`src/design/crc32_pkg.sv`:
```
`timescale 1ns / 1ps
`default_nettype none

package crc32_pkg;

  // generator polynomial, msb first, no reflection
  localparam logic [31:0] CRC_POLY  = 32'h04C11DB7;
  localparam int          CRC_W     = 32;
  localparam int          CRC_BYTES = CRC_W / 8;
  localparam int          CNT_W     = $clog2(CRC_BYTES + 1);

  // mode register codes
  localparam logic MODE_GEN   = 1'b0;
  localparam logic MODE_CHECK = 1'b1;

  // result kinds
  typedef enum logic [1:0] {
    KIND_DATA    = 2'd0,
    KIND_CRC     = 2'd1,
    KIND_VERDICT = 2'd2
  } kind_t;

  // one input byte as held in the input register
  typedef struct packed {
    logic [7:0] data;
    logic       last;
  } item_t;

  // work handed from the crc stage to the result stage
  typedef struct packed {
    logic [7:0]       data;
    kind_t            kind;
    logic             intact;
    logic             append;
    logic [CRC_W-1:0] crc;
  } job_t;

  // direct-form crc update over one byte, msb first; equals the augmented
  // register after 32 appended zero bits
  function automatic logic [CRC_W-1:0] crc_feed_byte(input logic [CRC_W-1:0] crc,
                                                     input logic [7:0] data);
    logic [CRC_W-1:0] r;
    logic             fb;
    r = crc;
    for (int i = 7; i >= 0; i--) begin
      fb = r[CRC_W-1] ^ data[i];
      r  = {r[CRC_W-2:0], 1'b0};
      if (fb) begin
        r = r ^ CRC_POLY;
      end
    end
    return r;
  endfunction

endpackage

`default_nettype wire

```
`src/design/crc32_in_reg.sv`:
```
`timescale 1ns / 1ps
`default_nettype none

module crc32_in_reg
  import crc32_pkg::*;
(
  input  wire logic       clk,
  input  wire logic       rst_n,
  input  wire logic       in_valid,
  output logic            in_stall,
  input  wire logic [7:0] in_data_byte,
  input  wire logic       in_last,
  input  wire logic       take,
  output logic            item_valid,
  output item_t           item
);

  logic  valid_r, valid_nxt;
  item_t item_r;
  logic  accept;

  // hold the input while the held byte cannot move on
  assign in_stall = valid_r && !take;
  assign accept   = in_valid && !in_stall;

  // occupancy of the input register
  always_comb begin
    valid_nxt = valid_r;
    priority if (accept) begin
      valid_nxt = 1'b1;
    end else if (take) begin
      valid_nxt = 1'b0;
    end else begin
      valid_nxt = valid_r;
    end
  end

  always_ff @(posedge clk) begin
    if (!rst_n) begin
      valid_r <= 1'b0;
    end else begin
      valid_r <= valid_nxt;
    end
  end

  // payload capture on transfer
  always_ff @(posedge clk) begin
    if (accept) begin
      item_r.data <= in_data_byte;
      item_r.last <= in_last;
    end
  end

  assign item_valid = valid_r;
  assign item       = item_r;

endmodule

`default_nettype wire

```
`src/design/crc32_calc.sv`:
```
`timescale 1ns / 1ps
`default_nettype none

module crc32_calc
  import crc32_pkg::*;
(
  input  wire logic  clk,
  input  wire logic  rst_n,
  input  wire logic  cfg_wr_en,
  input  wire logic  cfg_wr_data,
  input  wire logic  item_valid,
  input  wire item_t item,
  input  wire logic  out_free,
  output logic       take,
  output logic       job_valid,
  output job_t       job
);

  logic             mode_r;
  logic [CRC_W-1:0] crc_r, crc_nxt;
  logic [CRC_W-1:0] crc_new;
  logic             no_result;

  // mode register
  always_ff @(posedge clk) begin
    if (!rst_n) begin
      mode_r <= MODE_GEN;
    end else if (cfg_wr_en) begin
      mode_r <= cfg_wr_data;
    end
  end

  // one byte through the crc, eight bit steps
  assign crc_new   = crc_feed_byte(crc_r, item.data);
  assign no_result = (mode_r == MODE_CHECK) && !item.last;
  assign take      = item_valid && (out_free || no_result);
  assign job_valid = take && !no_result;

  // build the job for the result stage
  always_comb begin
    job.data   = item.data;
    job.kind   = KIND_DATA;
    job.intact = 1'b0;
    job.append = item.last;
    job.crc    = crc_new;
    if (mode_r == MODE_CHECK) begin
      job.data   = 8'd0;
      job.kind   = KIND_VERDICT;
      job.intact = (crc_new == '0);
      job.append = 1'b0;
    end
  end

  // register clears at the end of each message
  always_comb begin
    crc_nxt = crc_r;
    if (take) begin
      crc_nxt = item.last ? '0 : crc_new;
    end
  end

  always_ff @(posedge clk) begin
    if (!rst_n) begin
      crc_r <= '0;
    end else begin
      crc_r <= crc_nxt;
    end
  end

endmodule

`default_nettype wire

```
`src/design/crc32_out_seq.sv`:
```
`timescale 1ns / 1ps
`default_nettype none

module crc32_out_seq
  import crc32_pkg::*;
(
  input  wire logic       clk,
  input  wire logic       rst_n,
  input  wire logic       job_valid,
  input  wire job_t       job,
  output logic            out_free,
  output logic            out_valid,
  input  wire logic       out_stall,
  output logic [7:0]      out_byte,
  output logic [1:0]      out_kind,
  output logic            out_intact,
  output logic            out_end_of_run
);

  logic             valid_r, valid_nxt;
  logic [CNT_W-1:0] left_r, left_nxt;
  logic [7:0]       byte_r, byte_nxt;
  kind_t            kind_r, kind_nxt;
  logic             intact_r, intact_nxt;
  logic             end_r, end_nxt;
  logic [CRC_W-1:0] crc_sh_r, crc_sh_nxt;
  logic             xfer;

  assign xfer     = valid_r && !out_stall;
  // free when empty or the final result of the current job leaves now
  assign out_free = !valid_r || (!out_stall && (left_r == '0));

  // load a new job, step through the appended crc bytes, or empty once the last result leaves
  always_comb begin
    valid_nxt  = valid_r;
    left_nxt   = left_r;
    byte_nxt   = byte_r;
    kind_nxt   = kind_r;
    intact_nxt = intact_r;
    end_nxt    = end_r;
    crc_sh_nxt = crc_sh_r;
    priority if (job_valid) begin
      valid_nxt  = 1'b1;
      byte_nxt   = job.data;
      kind_nxt   = job.kind;
      intact_nxt = job.intact;
      end_nxt    = !job.append;
      left_nxt   = job.append ? CNT_W'(CRC_BYTES) : '0;
      crc_sh_nxt = job.crc;
    end else if (xfer && (left_r != '0)) begin
      byte_nxt   = crc_sh_r[CRC_W-1 -: 8];
      kind_nxt   = KIND_CRC;
      intact_nxt = 1'b0;
      end_nxt    = (left_r == CNT_W'(1));
      left_nxt   = left_r - CNT_W'(1);
      crc_sh_nxt = {crc_sh_r[CRC_W-9:0], 8'd0};
    end else if (xfer) begin
      valid_nxt  = 1'b0;
    end else begin
      valid_nxt  = valid_r;
    end
  end

  always_ff @(posedge clk) begin
    if (!rst_n) begin
      valid_r <= 1'b0;
      left_r  <= '0;
    end else begin
      valid_r <= valid_nxt;
      left_r  <= left_nxt;
    end
  end

  always_ff @(posedge clk) begin
    byte_r   <= byte_nxt;
    kind_r   <= kind_nxt;
    intact_r <= intact_nxt;
    end_r    <= end_nxt;
    crc_sh_r <= crc_sh_nxt;
  end

  assign out_valid      = valid_r;
  assign out_byte       = byte_r;
  assign out_kind       = kind_r;
  assign out_intact     = intact_r;
  assign out_end_of_run = end_r;

endmodule

`default_nettype wire

```
`src/design/crc32_generate_and_check.sv`:
```
`timescale 1ns / 1ps
`default_nettype none

// a byte held in the input register passes the eight-bit crc step into the result register
// throughput: one byte per cycle while the result register is free and not stalled
// a final byte in generate mode holds the result register for its echo plus the four crc bytes
// reset: synchronous, active low; clears crc register, mode (generate) and both valid flags

module crc32_generate_and_check
  import crc32_pkg::*;
(
  input  wire logic       clk,
  input  wire logic       rst_n,
  input  wire logic       cfg_wr_en,
  input  wire logic       cfg_wr_data,
  input  wire logic       in_valid,
  output logic            in_stall,
  input  wire logic [7:0] in_data_byte,
  input  wire logic       in_last,
  output logic            out_valid,
  input  wire logic       out_stall,
  output logic [7:0]      out_byte,
  output logic [1:0]      out_kind,
  output logic            out_intact,
  output logic            out_end_of_run
);

  logic  item_valid;
  item_t item;
  logic  take;
  logic  out_free;
  logic  job_valid;
  job_t  job;

  // input register
  crc32_in_reg u_in_reg (
    .clk          (clk),
    .rst_n        (rst_n),
    .in_valid     (in_valid),
    .in_stall     (in_stall),
    .in_data_byte (in_data_byte),
    .in_last      (in_last),
    .take         (take),
    .item_valid   (item_valid),
    .item         (item)
  );

  // crc register and update
  crc32_calc u_calc (
    .clk         (clk),
    .rst_n       (rst_n),
    .cfg_wr_en   (cfg_wr_en),
    .cfg_wr_data (cfg_wr_data),
    .item_valid  (item_valid),
    .item        (item),
    .out_free    (out_free),
    .take        (take),
    .job_valid   (job_valid),
    .job         (job)
  );

  // result register and crc byte sequencing
  crc32_out_seq u_out_seq (
    .clk            (clk),
    .rst_n          (rst_n),
    .job_valid      (job_valid),
    .job            (job),
    .out_free       (out_free),
    .out_valid      (out_valid),
    .out_stall      (out_stall),
    .out_byte       (out_byte),
    .out_kind       (out_kind),
    .out_intact     (out_intact),
    .out_end_of_run (out_end_of_run)
  );

endmodule

`default_nettype wire

```
`config.mk`:
```
export PLATFORM = sky130hd
export DESIGN_NAME = crc32_generate_and_check
export DESIGN_NICKNAME = d
export VERILOG_FILES = /design/src/design/crc32_pkg.sv /design/src/design/crc32_in_reg.sv /design/src/design/crc32_calc.sv /design/src/design/crc32_out_seq.sv /design/src/design/crc32_generate_and_check.sv
export SDC_FILE = /design/constraint.sdc
export NUM_CORES = 1
export LEC_CHECK = 0
export BUFFER_PORTS_ARGS = -buffer_cell sky130_fd_sc_hd__buf_2
export CAP_MARGIN = 20
export CORE_UTILIZATION = 30
export DETAILED_ROUTE_END_ITERATION = 7
export GPL_TIMING_DRIVEN = 0
export PLACE_DENSITY = 0.53
export RECOVER_POWER = 50
export SYNTH_ARGS = -nofsm -noshare
export SYNTH_HDL_FRONTEND = slang
export SYNTH_SLANG_ARGS = --single-unit
export TNS_END_PERCENT = 1
```
`constraint.sdc`:
```
create_clock -name clk -period 3.7 [get_ports clk]
set_clock_uncertainty 0.1 [all_clocks]
set_input_delay 0.185 -clock clk [delete_from_list [all_inputs] [get_ports clk]]
set_output_delay 0.185 -clock clk [all_outputs]
set_load 0.01 [all_outputs]
```
==> results of run 1 <==
==> worst paths after layout <==
check | start | endpoint | slack [ns]
setup / recovery | u_in_reg.item[8] | u_out_seq.out_intact | 0.65
hold / removal | cfg_wr_en | u_calc.mode_r | 0.02
setup reg to reg | u_in_reg.item[8] | u_out_seq.out_intact | 0.65
hold reg to reg | u_out_seq.left_r[2] | u_out_seq.left_r[2] | 0.39
==> state kept, by name, indices dropped and copies added (netlist names) <==
signal,flops
u_out_seq.out_intact,1
u_out_seq.out_kind,2
u_out_seq.out_end_of_run,1
u_calc.crc_r,32
u_out_seq.crc_sh_r,32
u_in_reg.item,9
u_in_reg.item_valid,1
u_calc.mode_r,1
u_out_seq.left_r,3
u_out_seq.out_byte,8
u_out_seq.out_valid,1
==> per-layer routing <==
metal | GRT usage | vias to the layer above | routed length (um)
met5 | 0 | - | 0
met4 | 0.0425 | 0 | 122
met3 | 0.0344 | 10 | 405
met2 | 0.246 | 64 | 5350
met1 | 0.203 | 1551 | 5530
li1 | - | 1562 | -
==> report_power, final <==
group | internal (W) | switching (W) | total, W
Sequential | 0.00116 | 0.0000443 | 0.00121
Clock | 0.000590 | 0.000383 | 0.000973
Combinational | 0.000313 | 0.000436 | 0.000750
Total | 0.00207 | 0.000864 | 0.00293
==> cell type report <==
class                           count  area, um^2  share of cell area
Inverter                            7        26.3             0.00485
Buffer                             20        78.8              0.0145
Sequential cell                    91        2350               0.434
Multi-Input combinational cell    308        2170               0.400
Clock inverter                      5        77.6              0.0143
Timing Repair Buffer               39         246              0.0455
Tap cell                          188         235              0.0434
Clock buffer                       11         233              0.0430
==> kinds of logic (layout without fill, tap and decap cells) <==
family	after synthesis	count (layout)
buffers and inverters	27	82
AO/OA/AOI/OAI	78	78
adder cells (fa/ha/maj)	4	4
multiplexers	6	6
flip-flops	91	91
XOR/XNOR	77	77
AND/OR/NAND/NOR	143	143
==> repair_timing <==
action,4_1_cts,5_1_grt
hold buffers,11,0
setup buffers,0,0
endpoints found under the hold margin,11,0
==> stage by stage <==
stage                     cell area [um^2]  hold slack (ns)  setup WS (ns)  instances  utilization
after floorplan                       4630            0.184          0.991        426            -
after global placement                5000            0.262         0.0940        641        0.330
final                                 5420           0.0201          0.645        669        0.358
after detailed placement              5030            0.263          0.790        642        0.332
after CTS                             5450           0.0109          0.759        669        0.360
after global routing                  5420           0.0279          0.524        669        0.358
==> cells in the final DEF, fill, tap and decap left out, types with 8 or more instances in the layout <==
| cell type | count |
|---|---|
| edfxtp_1 | 53 |
| o21ai_0 | 54 |
| xnor2_1 | 45 |
| buf_2 | 12 |
| nor2b_1 | 8 |
| clkbuf_1 | 35 |
| a22o_1 | 8 |
| nor2_1 | 16 |
| and2_1 | 27 |
| dlygate4sd3_1 | 11 |
| a21oi_1 | 9 |
| dfxtp_1 | 38 |
| nand2_1 | 57 |
| nor3_1 | 9 |
| clkbuf_16 | 9 |
| xor2_1 | 13 |
==> critical path, stage by stage (launching register included) <==
cell	delay, ns
edfxtp_1	0.50
xor2_1	0.55
xnor2_1	0.32
inv_1	0.20
ha_1	0.22
nand4_1	0.13
a2111oi_2	0.30
nand4_1	0.19
nor4_2	0.36
==> impl_metrics.ini, run 1 <==
[outcome]
status = finished, violations left
failed_checks = design-rule violations

[die]
fp.dieW_um = 126
io_pins = 29
coreArea_mm2 = 0.0151
fp-row-count = 45
die_y_um = 126
dieArea_mm2 = 0.0159
initial_core_util = 0.306

[synth]
synth.largest_area_cell = edfxtp_1
synth-seq-area-share = 0.508
synth-adder-area-share = 0.0108
ys_types = 42
synthCells = 426
synth.area.top_cells = edfxtp_1 34%, dfxtp_1 16%, xnor2_1 8.5%
synth_common_cells = 57 x nand2_1, 53 x edfxtp_1, 53 x o21ai_0
yosysMostFrequentCell = nand2_1
synth_top_area_share = 0.344
syn_avg_cell_area_um2 = 10.9
ys_ff_latch = 91
ys_warn_count = 0
synth_simple_gate_area_frac = 0.152
ys.flop_type = edfxtp_1
syn_area_mm2 = 0.00463
synth_top_family_by_area = XOR/XNOR gates
yosys-mux-area-fraction = 0.0130
async_flop_share = 0
synth-compound-area-share = 0.0961
synth-xor-area-share = 0.198
synth-edff-count = 53
synth_nets = 445

[route]
first_pass_iters = 7
ant_nets = 0
first_iter_violations = 172
num_vias = 3187
wl_per_cell_um = 17.1
avgViaCountPerCell = 4.76
routed_wl_um = 11400
route.detailed.drc = 1

[clock_tree]
clkLatencyLatePin_ns = 0.35
clkTransAtPathRegs_ns = 0.07
cts_buffer_depth = 2
cts_max_level = 3
clock_sinks = 91
cts_resized = 0
cts_inserted_buffers = 9
cts_tree = built
cts_root_buf = clkbuf_16

[final_layout]
num-nets-final = 495
fillers = 1516
antenna_cells = 0
area_delta_synth_final_pct = 16.9
drive_gt1_frac = 0.0852

[sta]
tightestPinTransition_ns = 0.965
setup_viol = 0
rsz0062_at_grt = no
fin_tns_setup_ns = 0
fin_crit_ns = 3.05
slew_headroom = 0.356
max_freq_mhz = 327
finalHoldViolCount = 0
min_period_over_period = 0.826
drv_slew = 0

[global_route]
grt_first_pass_wirelength_um = 17900
antenna_found_initial = 0
groute.usage.overall = 0.152
first_global_vias = 3124
grt.overflow.total = 0
grt_max_degree = 29

[place]
hpwl_um = 8290
portBuffers = 27
place.gp.congestion = 0.819

[worst_setup_path]
critPathArrivalTime_ns = 3.11
worstSetupPathType = register to register
r2r_cells = 8
crit_fanout = 5
worstPathRequired_ns = 3.76
crit_path_end_kind = register
startpoint_type = register

[worst_hold_path]
hp-class = primary input to register
whs_path_depth = 3

[power_and_ir_drop]
powerDensity_mw_per_mm2 = 541
p_leak_nw = 1.99
power.total_w = 0.00293
ir_worst_vdd_v = 0.000256

[flow_run]
maxCapViolCount = 0
Power figures use the tool's default switching activity.
==> inputs of run 2 (changes only) <==
--- a/config.mk
+++ b/config.mk
@@ -10,7 +10,7 @@
 export CORE_UTILIZATION = 30
 export DETAILED_ROUTE_END_ITERATION = 7
 export GPL_TIMING_DRIVEN = 0
-export PLACE_DENSITY = 0.53
+export PLACE_DENSITY = 0.55
 export RECOVER_POWER = 50
 export SYNTH_ARGS = -nofsm -noshare
 export SYNTH_HDL_FRONTEND = slang
==> constraint.sdc (replaced) <==
create_clock -name clk -period 2.77 [get_ports clk]
set_clock_uncertainty 0.1 [all_clocks]
set_input_delay 0.1385 -clock clk [delete_from_list [all_inputs] [get_ports clk]]
set_output_delay 0.1385 -clock clk [all_outputs]
set_load 0.01 [all_outputs]
==> run 2 against run 1 <==
  * The run now ends clean
  * Die area did not move
  * Sequential power rose by 34%
  * First-iteration DRC count up 73%
  * Critical path type unchanged
  * Largest cell class unchanged
  * Highest routed layer unchanged
==> impl_metrics.ini, run 2 (synthesized netlist as in run 1, its figures left out) <==
[global_route]
grt_first_pass_wirelength_um = 17500
grt_max_degree = 24
groute.usage.overall = 0.150
antenna_found_initial = 0
first_global_vias = 3103
grt.overflow.total = 0

[clock_tree]
cts_root_buf = clkbuf_16
clkLatencyLatePin_ns = 0.36
clkTransAtPathRegs_ns = 0.06
cts_tree = built
cts_buffer_depth = 2
cts_max_level = 3
cts_inserted_buffers = 9
clock_sinks = 91

[route]
avgViaCountPerCell = 4.72
num_vias = 3260
first_iter_violations = 298
routed_wl_um = 11400
first_pass_iters = 4
route.detailed.drc = 0
wl_per_cell_um = 16.6
ant_nets = 0

[final_layout]
num-nets-final = 516
antenna_cells = 0
final_cell_mix = 57 x nand2_1, 53 x o21ai_0, 53 x edfxtp_1
drive_gt1_frac = 0.153
area_delta_synth_final_pct = 23.8
multiInputGateArea_mm2 = 0.00227
seq_area_mm2 = 0.00235
final_common_cell = nand2_1
fillers = 1456
final_area_mm2 = 0.00574
fin_util = 0.379

[worst_setup_path]
r2r_cells = 6
worstPathRequired_ns = 2.83
worstSetupPathType = register to register
crit_path_end_kind = register
startpoint_type = register
crit_fanout = 7
critPathArrivalTime_ns = 2.75

[sta]
min_period_over_period = 0.972
finalHoldViolCount = 0
max_freq_mhz = 371
fin_crit_ns = 2.69
drv_slew = 0
tightestPinTransition_ns = 0.957
rsz0062_at_grt = yes
slew_headroom = 0.360
setup_viol = 0
holdWs_ns = 0.0777

[die]
fp-row-count = 45
io_pins = 29
fp.dieW_um = 126
dieArea_mm2 = 0.0159
die_y_um = 126
coreArea_mm2 = 0.0151
initial_core_util = 0.306

[power_and_ir_drop]
p_leak_nw = 2.15
powerDensity_mw_per_mm2 = 717
ir_worst_vdd_v = 0.000270

[place]
place.gp.congestion = 0.914
hpwl_um = 7990
dpl_cell_area_mm2 = 0.00503
portBuffers = 27

[worst_hold_path]
hp-class = primary input to register
whs_path_depth = 3

[outcome]
status = complete, no violations

[flow_run]
maxCapViolCount = 0
-- run 2: cell types whose count changed in the layout (fill, tap and decap cells not counted), moves of 2 or more --
cell | previous run | this run
buf_2 | 12 | 14
xnor2_2 | 7 | 4
and2_1 | 27 | 22
xnor2_1 | 45 | 43
xnor2_4 | 1 | 6
and2_0 | 2 | 7
clkbuf_1 | 35 | 27
clkbuf_2 | 0 | 5
buf_4 | 1 | 20
clkbuf_8 | 0 | 2
-- run 2: layout make-up --
cell class              instances  share of cell area
inverters                       7             0.00458
clock buffers                  12              0.0484
flip-flops and latches         91               0.410
repair buffers                 60              0.0735
multi-input cells             308               0.396
plain buffers                  20              0.0148
well taps                     188              0.0410
clock inverters                 4              0.0120
-- run 2: power by group --
group | switching [W] | total, W | internal (W)
Sequential | 0.0000637 | 0.00162 | 0.00155
Combinational | 0.000595 | 0.00108 | 0.000488
Clock | 0.000524 | 0.00141 | 0.000890
Total | 0.00118 | 0.00411 | 0.00293
-- run 2: worst max-delay path, cell delays in order, from the launching register on --
cell and delay, ns:
edfxtp_1 0.51, xnor2_4 0.39, xor2_1 0.19, or3_1 0.35
a2111oi_2 0.40, nand4_1 0.18, nor4_2 0.37
-- run 2: final timing paths --
kind                  startpoint              endpoint  slack (ns)
max             u_in_reg.item[4]  u_out_seq.out_intact        0.08
min                    out_stall   u_out_seq.out_valid        0.08
max reg2reg     u_in_reg.item[4]  u_out_seq.out_intact        0.08
min reg2reg  u_out_seq.left_r[2]   u_out_seq.left_r[2]        0.39
-- run 2: timing repair --
item / 4_1_cts / 5_1_grt
gates resized for setup: 4 / 18
setup endpoints to repair: 7 / 48
pin swaps: 0 / 5
endpoints found under the hold margin: 11 / 0
hold buffers: 12 / 0
setup buffers: 0 / 20
-- run 2: routing by layer --
layer	global-route usage	up-vias	wire length [um]
met2	0.235	62	5360
met5	0	-	0
met3	0.0234	21	447
met4	0.0893	0	382
li1	-	1612	-
met1	0.195	1565	5240
-- run 2: through the flow --
step                      std cells  setup TNS (ns)  setup slack (ns)  power [W]
after floorplan                 426               0            0.0607    0.00236
after global placement          641          -28.71            -0.773    0.00262
after detailed placement        642          -0.262            -0.182    0.00263
after CTS                       670         -0.0845           -0.0845    0.00406
after global routing            690         -0.0925           -0.0395    0.00429
final                           690               0            0.0770    0.00411
